==> config.mk <==
export PLATFORM = sky130hd
export DESIGN_NAME = pan_tilt_angle_stepper_top
export DESIGN_NICKNAME = d
export VERILOG_FILES = /design/src/rtl/ptas_pkg.sv /design/src/rtl/ptas_cfg_regs.sv /design/src/rtl/ptas_next_state.sv /design/src/rtl/pan_tilt_angle_stepper_top.sv
export VERILOG_INCLUDE_DIRS = /design/src /design/src/rtl
export SDC_FILE = /design/constraint.sdc
export NUM_CORES = 1
export LEC_CHECK = 0
export BUFFER_PORTS_ARGS = -buffer_cell sky130_fd_sc_hd__buf_2
export CORE_MARGIN = 4
export CORE_UTILIZATION = 30
export DETAILED_ROUTE_END_ITERATION = 7
export GPL_ROUTABILITY_DRIVEN = 0
export MAX_ROUTING_LAYER = met4
export PLACE_DENSITY_LB_ADDON = 0.3
export SLEW_MARGIN = 15
export SYNTH_ARGS = -nofsm -noshare
export SYNTH_HDL_FRONTEND = slang
export SYNTH_SLANG_ARGS = --single-unit
==> constraint.sdc <==
create_clock -name clock -period 7.8 [get_ports clock]
set_input_delay 1.56 -clock clock [delete_from_list [all_inputs] [get_ports clock]]
set_output_delay 1.56 -clock clock [all_outputs]
set_load 0.01 [all_outputs]
==> src/rtl/pan_tilt_angle_stepper_top_defines.svh <==
// Assertion macros for the pan/tilt angle stepper.
// Used by pan_tilt_angle_stepper_top; no other dependencies.
// Macros compile to nothing when SYNTHESIS is defined.
`ifndef PAN_TILT_ANGLE_STEPPER_TOP_DEFINES_SVH
`define PAN_TILT_ANGLE_STEPPER_TOP_DEFINES_SVH

`ifndef SYNTHESIS
`define PTAS_ASSERT(name, clk, rst, prop) \
   name: assert property (@(posedge clk) disable iff (rst) prop) \
      else $error("ptas assertion failed");
`define PTAS_ASSERT_ALWAYS(name, clk, prop) \
   name: assert property (@(posedge clk) prop) \
      else $error("ptas assertion failed");
`else
`define PTAS_ASSERT(name, clk, rst, prop)
`define PTAS_ASSERT_ALWAYS(name, clk, prop)
`endif

`endif

==> src/rtl/ptas_pkg.sv <==
// Shared types, constants and angle helpers for the pan/tilt angle stepper.
// No dependencies; imported by every module of the block.
package ptas_pkg;

   localparam logic [7:0] MAX_ANGLE = 8'd180;
   localparam logic [7:0] HOME_DEFAULT = 8'd90;
   localparam logic [7:0] RESET_ANGLE = (HOME_DEFAULT > MAX_ANGLE) ? MAX_ANGLE : HOME_DEFAULT;

   // command codes
   localparam logic [2:0] MODE_TICK       = 3'd0;
   localparam logic [2:0] MODE_STEP       = 3'd1;
   localparam logic [2:0] MODE_HOLD_START = 3'd2;
   localparam logic [2:0] MODE_HOLD_STOP  = 3'd3;
   localparam logic [2:0] MODE_HOME       = 3'd4;

   // step directions
   localparam logic [1:0] DIR_PAN_MINUS  = 2'd0;
   localparam logic [1:0] DIR_PAN_PLUS   = 2'd1;
   localparam logic [1:0] DIR_TILT_MINUS = 2'd2;
   localparam logic [1:0] DIR_TILT_PLUS  = 2'd3;

   // csr indexes
   localparam logic [1:0] CSR_STEP_SIZE       = 2'd0;
   localparam logic [1:0] CSR_REPEAT_INTERVAL = 2'd1;
   localparam logic [1:0] CSR_HOME_PAN        = 2'd2;
   localparam logic [1:0] CSR_HOME_TILT       = 2'd3;

   localparam logic [7:0]  STEP_SIZE_RESET = 8'd2;
   localparam logic [15:0] INTERVAL_RESET  = 16'd100;

   typedef struct packed {
      logic [2:0] mode;
      logic [1:0] direction;
   } req_type;

   typedef struct packed {
      logic [7:0] pan_out;
      logic [7:0] tilt_out;
      logic       moved;
   } rsp_type;

   typedef struct packed {
      logic [7:0]  step_size;
      logic [15:0] repeat_interval;
      logic [7:0]  home_pan;
      logic [7:0]  home_tilt;
   } cfg_type;

   typedef struct packed {
      logic [7:0]  pan_angle;
      logic [7:0]  tilt_angle;
      logic        hold_active;
      logic [1:0]  hold_direction;
      logic [15:0] repeat_countdown;
   } state_type;

   function automatic logic [7:0] clamp_angle(input logic [8:0] value);
      logic [7:0] res;
      if (value > {1'b0, MAX_ANGLE}) begin
         res = MAX_ANGLE;
      end else begin
         res = value[7:0];
      end
      return res;
   endfunction

   // saturating step of one axis
   function automatic logic [7:0] step_angle(input logic [7:0] angle,
                                             input logic [7:0] step,
                                             input logic       plus);
      logic [8:0] sum;
      logic [7:0] res;
      sum = {1'b0, angle} + {1'b0, step};
      if (plus) begin
         res = clamp_angle(sum);
      end else if (step >= angle) begin
         res = 8'd0;
      end else begin
         res = clamp_angle({1'b0, angle - step});
      end
      return res;
   endfunction

endpackage

==> src/rtl/ptas_cfg_regs.sv <==
// Configuration register file of the pan/tilt angle stepper.
// Depends on ptas_pkg for the csr indexes, reset values and cfg_type.
module ptas_cfg_regs (
   input  logic              clock,
   input  logic              reset,
   input  logic              csr_we,
   input  logic [1:0]        csr_index,
   input  logic [15:0]       csr_wdata,
   output ptas_pkg::cfg_type cfg
);
   import ptas_pkg::*;

   cfg_type cfg_ff;
   cfg_type cfg_in;

   always_comb begin
      cfg_in = cfg_ff;
      if (csr_we) begin
         case (csr_index)
            CSR_STEP_SIZE:       cfg_in.step_size = csr_wdata[7:0];
            CSR_REPEAT_INTERVAL: cfg_in.repeat_interval = csr_wdata;
            CSR_HOME_PAN:        cfg_in.home_pan = csr_wdata[7:0];
            CSR_HOME_TILT:       cfg_in.home_tilt = csr_wdata[7:0];
            default:             cfg_in = cfg_ff;
         endcase
      end
   end

   always_ff @(posedge clock) begin
      if (reset) begin
         cfg_ff.step_size       <= STEP_SIZE_RESET;
         cfg_ff.repeat_interval <= INTERVAL_RESET;
         cfg_ff.home_pan        <= HOME_DEFAULT;
         cfg_ff.home_tilt       <= HOME_DEFAULT;
      end else begin
         cfg_ff <= cfg_in;
      end
   end

   assign cfg = cfg_ff;

endmodule

==> src/rtl/ptas_next_state.sv <==
// Combinational command decode and angle update of the pan/tilt stepper.
// Depends on ptas_pkg for codes, types and the saturating step helpers.
module ptas_next_state (
   input  ptas_pkg::req_type   item,
   input  ptas_pkg::cfg_type   cfg,
   input  ptas_pkg::state_type cur,
   output ptas_pkg::state_type nxt,
   output ptas_pkg::rsp_type   rsp
);
   import ptas_pkg::*;

   logic       do_step;
   logic [1:0] step_dir;
   logic       moved;

   always_comb begin
      nxt      = cur;
      do_step  = 1'b0;
      step_dir = item.direction;
      moved    = 1'b0;

      case (item.mode)
         MODE_TICK: begin
            if (cur.hold_active) begin
               if (cur.repeat_countdown <= 16'd1) begin
                  do_step              = 1'b1;
                  step_dir             = cur.hold_direction;
                  nxt.repeat_countdown = cfg.repeat_interval;
               end else begin
                  nxt.repeat_countdown = cur.repeat_countdown - 16'd1;
               end
            end
         end
         MODE_STEP: begin
            do_step = 1'b1;
         end
         MODE_HOLD_START: begin
            nxt.hold_active      = 1'b1;
            nxt.hold_direction   = item.direction;
            nxt.repeat_countdown = 16'd0;
         end
         MODE_HOLD_STOP: begin
            nxt.hold_active = 1'b0;
         end
         MODE_HOME: begin
            nxt.hold_active = 1'b0;
            nxt.pan_angle   = clamp_angle({1'b0, cfg.home_pan});
            nxt.tilt_angle  = clamp_angle({1'b0, cfg.home_tilt});
            moved           = 1'b1;
         end
         default: begin
            nxt = cur;
         end
      endcase

      if (do_step) begin
         moved = 1'b1;
         case (step_dir)
            DIR_PAN_MINUS:  nxt.pan_angle  = step_angle(cur.pan_angle, cfg.step_size, 1'b0);
            DIR_PAN_PLUS:   nxt.pan_angle  = step_angle(cur.pan_angle, cfg.step_size, 1'b1);
            DIR_TILT_MINUS: nxt.tilt_angle = step_angle(cur.tilt_angle, cfg.step_size, 1'b0);
            DIR_TILT_PLUS:  nxt.tilt_angle = step_angle(cur.tilt_angle, cfg.step_size, 1'b1);
            default:        nxt.tilt_angle = cur.tilt_angle;
         endcase
      end
   end

   assign rsp.pan_out  = nxt.pan_angle;
   assign rsp.tilt_out = nxt.tilt_angle;
   assign rsp.moved    = moved;

endmodule

==> src/rtl/pan_tilt_angle_stepper_top.sv <==
// Pan/tilt angle stepper, top level.
// A request passes through the input register, then the result register, before rsp_valid.
// Throughput: one transaction per cycle when not stalled; one saturating add and countdown step.
// Reset (synchronous, active high): angles 90, hold off, countdown 0, csrs to defaults.
// Depends on ptas_pkg, ptas_cfg_regs, ptas_next_state and the assertion macro header.
`include "pan_tilt_angle_stepper_top_defines.svh"

module pan_tilt_angle_stepper_top (
   input  logic              clock,
   input  logic              reset,
   // request channel
   input  logic              req_valid,
   output logic              req_stall,
   input  ptas_pkg::req_type req_data,
   // response channel
   output logic              rsp_valid,
   input  logic              rsp_stall,
   output ptas_pkg::rsp_type rsp_data,
   // csr write port
   input  logic              csr_we,
   input  logic [1:0]        csr_index,
   input  logic [15:0]       csr_wdata
);
   import ptas_pkg::*;

   cfg_type   cfg;

   // input register stage
   logic      in_valid_ff;
   logic      in_valid_in;
   req_type   in_item_ff;

   // architectural state and its next value
   state_type state_ff;
   state_type state_nxt;

   // result register stage
   logic      rsp_valid_ff;
   logic      rsp_valid_in;
   rsp_type   rsp_data_ff;
   rsp_type   rsp_nxt;

   logic      out_blocked;
   logic      advance;
   logic      accept;

   // assertion terms
   logic      angles_ok;
   logic      idle_tick;

   ptas_cfg_regs u_cfg (
      .clock     (clock),
      .reset     (reset),
      .csr_we    (csr_we),
      .csr_index (csr_index),
      .csr_wdata (csr_wdata),
      .cfg       (cfg)
   );

   ptas_next_state u_next (
      .item (in_item_ff),
      .cfg  (cfg),
      .cur  (state_ff),
      .nxt  (state_nxt),
      .rsp  (rsp_nxt)
   );

   // A result held by a stalled consumer blocks only the compute stage;
   // the input register still takes a transaction while it is empty.
   assign out_blocked = rsp_valid_ff & rsp_stall;
   assign advance     = in_valid_ff & ~out_blocked;
   assign req_stall   = in_valid_ff & out_blocked;
   assign accept      = req_valid & ~req_stall;

   assign in_valid_in  = accept | (in_valid_ff & ~advance);
   assign rsp_valid_in = advance | out_blocked;

   always_ff @(posedge clock) begin
      if (reset) begin
         in_valid_ff  <= 1'b0;
         rsp_valid_ff <= 1'b0;
      end else begin
         in_valid_ff  <= in_valid_in;
         rsp_valid_ff <= rsp_valid_in;
      end
   end

   // state commits only when the transaction moves into the result register
   always_ff @(posedge clock) begin
      if (reset) begin
         state_ff.pan_angle        <= RESET_ANGLE;
         state_ff.tilt_angle       <= RESET_ANGLE;
         state_ff.hold_active      <= 1'b0;
         state_ff.hold_direction   <= DIR_PAN_MINUS;
         state_ff.repeat_countdown <= 16'd0;
      end else if (advance) begin
         state_ff <= state_nxt;
      end
   end

   // payload registers, no reset
   always_ff @(posedge clock) begin
      if (accept) begin
         in_item_ff <= req_data;
      end
      if (advance) begin
         rsp_data_ff <= rsp_nxt;
      end
   end

   assign rsp_valid = rsp_valid_ff;
   assign rsp_data  = rsp_data_ff;

   assign angles_ok = (state_ff.pan_angle <= MAX_ANGLE) && (state_ff.tilt_angle <= MAX_ANGLE);
   assign idle_tick = advance && (in_item_ff.mode == MODE_TICK) && !state_ff.hold_active;

   // angles stay within range
   `PTAS_ASSERT(a_angle_range, clock, reset, angles_ok)
   // a parked input transaction is held while the result register is blocked
   `PTAS_ASSERT(a_in_hold, clock, reset, req_stall |=> (in_valid_ff && $stable(in_item_ff)))
   // a tick with no hold active never reports a move
   `PTAS_ASSERT(a_idle_tick, clock, reset, idle_tick |=> !rsp_data_ff.moved)
   // out of reset both stages are empty
   `PTAS_ASSERT_ALWAYS(a_reset_empty, clock, reset |=> (!in_valid_ff && !rsp_valid_ff))

endmodule
==> results.py <==
metrics = {
    "detailed_routing": {
        "vias": 6002,
        "first_pass_iters": 5,
        "wirelength_um": 19000,
        "ant_nets": 0,
        "drt_iter0_drc": 556,
        "drc": 0,
        "avgViaCountPerCell": 5.34,
        "routedWlPerCell_um": 16.9,
    },
    "finish": {
        "fillers": 2304,
        "drive_gt1_frac": 0.104,
        "nets": 912,
        "diodes": 0,
        "area_growth_pct": 10.8,
        "final_area_mm2": 0.00723,
    },
    "synthesis": {
        "synth_edf_count": 22,
        "synth_area_per_cell_um2": 7.94,
        "seq_area_frac_synth": 0.337,
        "synth_nets": 889,
        "ys.warnings.count": 0,
        "ys_top_cells_by_area": "dfxtp_1 24%, edfxtp_1 10%, a21oi_1 6.9%",
        "yosys.cell_types.count": 80,
        "yosys-top-cells-count": "115 x nand2_1, 90 x a21oi_1, 88 x nor2_1",
        "synth_area_mm2": 0.00653,
        "ys_async_sr_fraction": 0,
        "synth_top_cell_by_area": "dfxtp_1",
        "synth_ff_type": "dfxtp_1",
        "ys_ff_latch": 99,
        "synthCells": 822,
        "synth_top_area_frac": 0.236,
        "synthMostInstantiatedCell": "nand2_1",
    },
    "worst_setup_path": {
        "end_kind": "flip-flop",
        "r2r_end": "rsp_data[1]",
        "crit_top_cell": "nand2_1",
        "reg2reg_depth": 10,
        "worst_path_largest_cell_delay_ps": 450,
        "crit_chain": "buf_2 -> nand2_1 -> nand2_1 -> inv_1 -> buf_4 -> nand2_1 -> or3_1 -> nand2_1 -> o21ai_0 -> a22oi_1 -> nor2_1",
        "cp.arrival_ps": 3880,
        "start_kind": "input port",
        "critPathMaxFanout": 37,
        "setup.worst_path.class": "input port to flip-flop",
        "worstPathRequired_ps": 8010,
        "r2r_setup_slack_ps": 4280,
        "r2r-start": "u_cfg.cfg[33]",
        "slowest_stage": "or3_1",
    },
    "sta": {
        "max_freq_mhz": 273,
        "finalSetupTns_ps": 0,
        "period_share": 0.470,
        "fin_skew_ps": 8.93,
        "slew_viol_final": 0,
        "finalHoldViolCount": 0,
        "setup_viol": 0,
        "rsz0062_at_grt": "no",
        "layout_min_cycle_time_ps": 3660,
        "max-slew-margin-rel": 0.291,
        "tightest_slew_ps": 1060,
    },
    "clock_network": {
        "cts_tree": "built",
        "cts_buffers": 9,
        "cts.sinks": 99,
        "cts_root_buf": "clkbuf_16",
        "clk_pin_slew_ps": 70,
        "cts_setup_buffers": 0,
        "cts_buffer_depth": 2,
        "insertion_delay_ps": 350,
        "h-tree-depth": 3,
        "cts_resized": 0,
        "ctsHoldBuffers": 0,
    },
    "min_path": {
        "hp-start": "u_cfg.cfg[25]",
        "holdPathEnd": "u_cfg.cfg[25]",
        "min_path_type": "flip-flop to flip-flop",
        "whs_path_depth": 2,
    },
    "floorplanning": {
        "core_mm2": 0.0212,
        "die_x_um": 155,
        "die_y_um": 155,
        "start_util": 0.308,
        "ioPinCount": 47,
        "die_area_mm2": 0.0242,
        "num_rows": 53,
    },
    "place": {
        "io_buffers": 46,
        "dpl_cell_area_mm2": 0.00695,
        "post-dp-hpwl_um": 14200,
    },
    "pwr": {
        "p_switching_uw": 364,
        "power_frac_clock": 0.347,
        "p_leak_uw": 0.00281,
        "p_comb_frac": 0.198,
        "p_int_uw": 873,
        "p_per_area_mw_per_mm2": 171,
        "irDropWorstVdd_uv": 114,
        "seqPwrFrac": 0.455,
        "swShare": 0.294,
    },
    "global_route": {
        "track_usage": 0.161,
        "antenna_found_initial": 0,
        "grt_max_degree": 81,
        "grt.overflow.total": 0,
        "grt_pass1_vias": 5650,
        "grt_pass1_wl_um": 30500,
    },
    "run": {
        "max_cap_violations": 0,
    },
    "outcome": {
        "status": "completed",
    },
}
per-layer routing:
layer | vias to the layer above | global-route usage | share of wire
li1 | 2999 | - | -
met1 | 2818 | 0.221 | 0.48
met2 | 167 | 0.248 | 0.46
met3 | 18 | 0.0292 | 0.049
met4 | 0 | 0.0350 | 0.013
met5 | - | - | 0
final cells by class:
type / instances / area (um2) / share of cell area
clock buffers: 13 / 260 / 0.0360
well taps: 275 / 344 / 0.0476
multi-input cells: 648 / 4010 / 0.555
clock inverters: 3 / 20.0 / 0.00277
inverters: 38 / 143 / 0.0197
repair buffers: 49 / 253 / 0.0349
flip-flops and latches: 99 / 2200 / 0.304
registers in the layout (all words and copies together) (netlist names):
name,cells
in_valid_ff,1
state_ff,35
in_item_ff,5
rsp_valid,1
rsp_data,17
u_cfg.cfg,40
worst max-delay path: cells and delay by family:
kind	cells	cell delay [ps]
buffers and inverters	3	720
AND/OR/NAND/NOR	6	1270
AO/OA/AOI/OAI	2	320
cells in the final DEF, fill, tap and decap left out, types with 5 or more instances in the layout:
master	count
nor3b_1	10
nor2b_1	10
nand4_1	7
xnor2_1	20
o211ai_1	5
a211o_1	5
a211oi_1	14
nand3b_1	12
nand2_1	115
buf_2	46
and2_1	6
nor3_1	20
xor2_1	6
o21ai_0	34
nand3_1	14
edfxtp_1	22
nand2b_1	13
dfxtp_1	77
nor4_1	5
nor2_1	88
o31ai_1	6
a21o_1	7
o31a_1	5
a21oi_1	90
a31oi_1	7
o22ai_1	7
a22oi_1	5
or3_1	5
and3_1	10
o21a_1	8
inv_1	36
clkbuf_16	9
or2_2	5
ha_1	35
worst max path at each step:
| stage | startpoint | end | slack (ps) | depth (start not counted) |
|---|---|---|---|---|
| 5_1_grt | u_cfg.cfg[33] | rsp_data[6] | 3900 | 9 |
| 3_5_place_dp | rsp_stall | state_ff[3] | 3760 | 11 |
| 6_report | rsp_stall | state_ff[5] | 4140 | 11 |
| 2_1_floorplan | rsp_stall | req_stall | 4470 | 1 |
| 3_3_place_gp | rsp_stall | state_ff[5] | 3830 | 11 |
| 4_1_cts | rsp_stall | state_ff[3] | 4160 | 11 |
cells by family after synthesis:
kind of cell	after synthesis	share of synthesized area
DFF	99	0.337
xor gates and xnor gates	26	0.0349
and+or+nand+nor	336	0.250
adders and majority gates	39	0.0794
muxes	5	0.00786
AOI/OAI and AO/OA	242	0.242
buffers and inverters	75	0.0487
per-stage QoR:
stage | util | hold slack [ps] | total power (uW) | setup slack, ps | cells
2_1_floorplan | - | 436 | 745 | 4470 | 822
3_3_place_gp | 0.328 | 445 | 814 | 3830 | 1109
3_5_place_dp | 0.328 | 449 | 814 | 3760 | 1109
4_1_cts | 0.341 | 459 | 1250 | 4160 | 1125
5_1_grt | 0.341 | 477 | 1300 | 3900 | 1125
6_report | 0.341 | 458 | 1240 | 4140 | 1125
power groups by stage:
stage               combinational (uW)  sequential, uW  clock (uW)
finish                             245             563         429
CTS                                242             563         442
global placement                   240             574           0
detailed placement                 240             574           0
floorplan                          175             570           0
global route                       271             565         462
(Power assumes the default switching activity.)
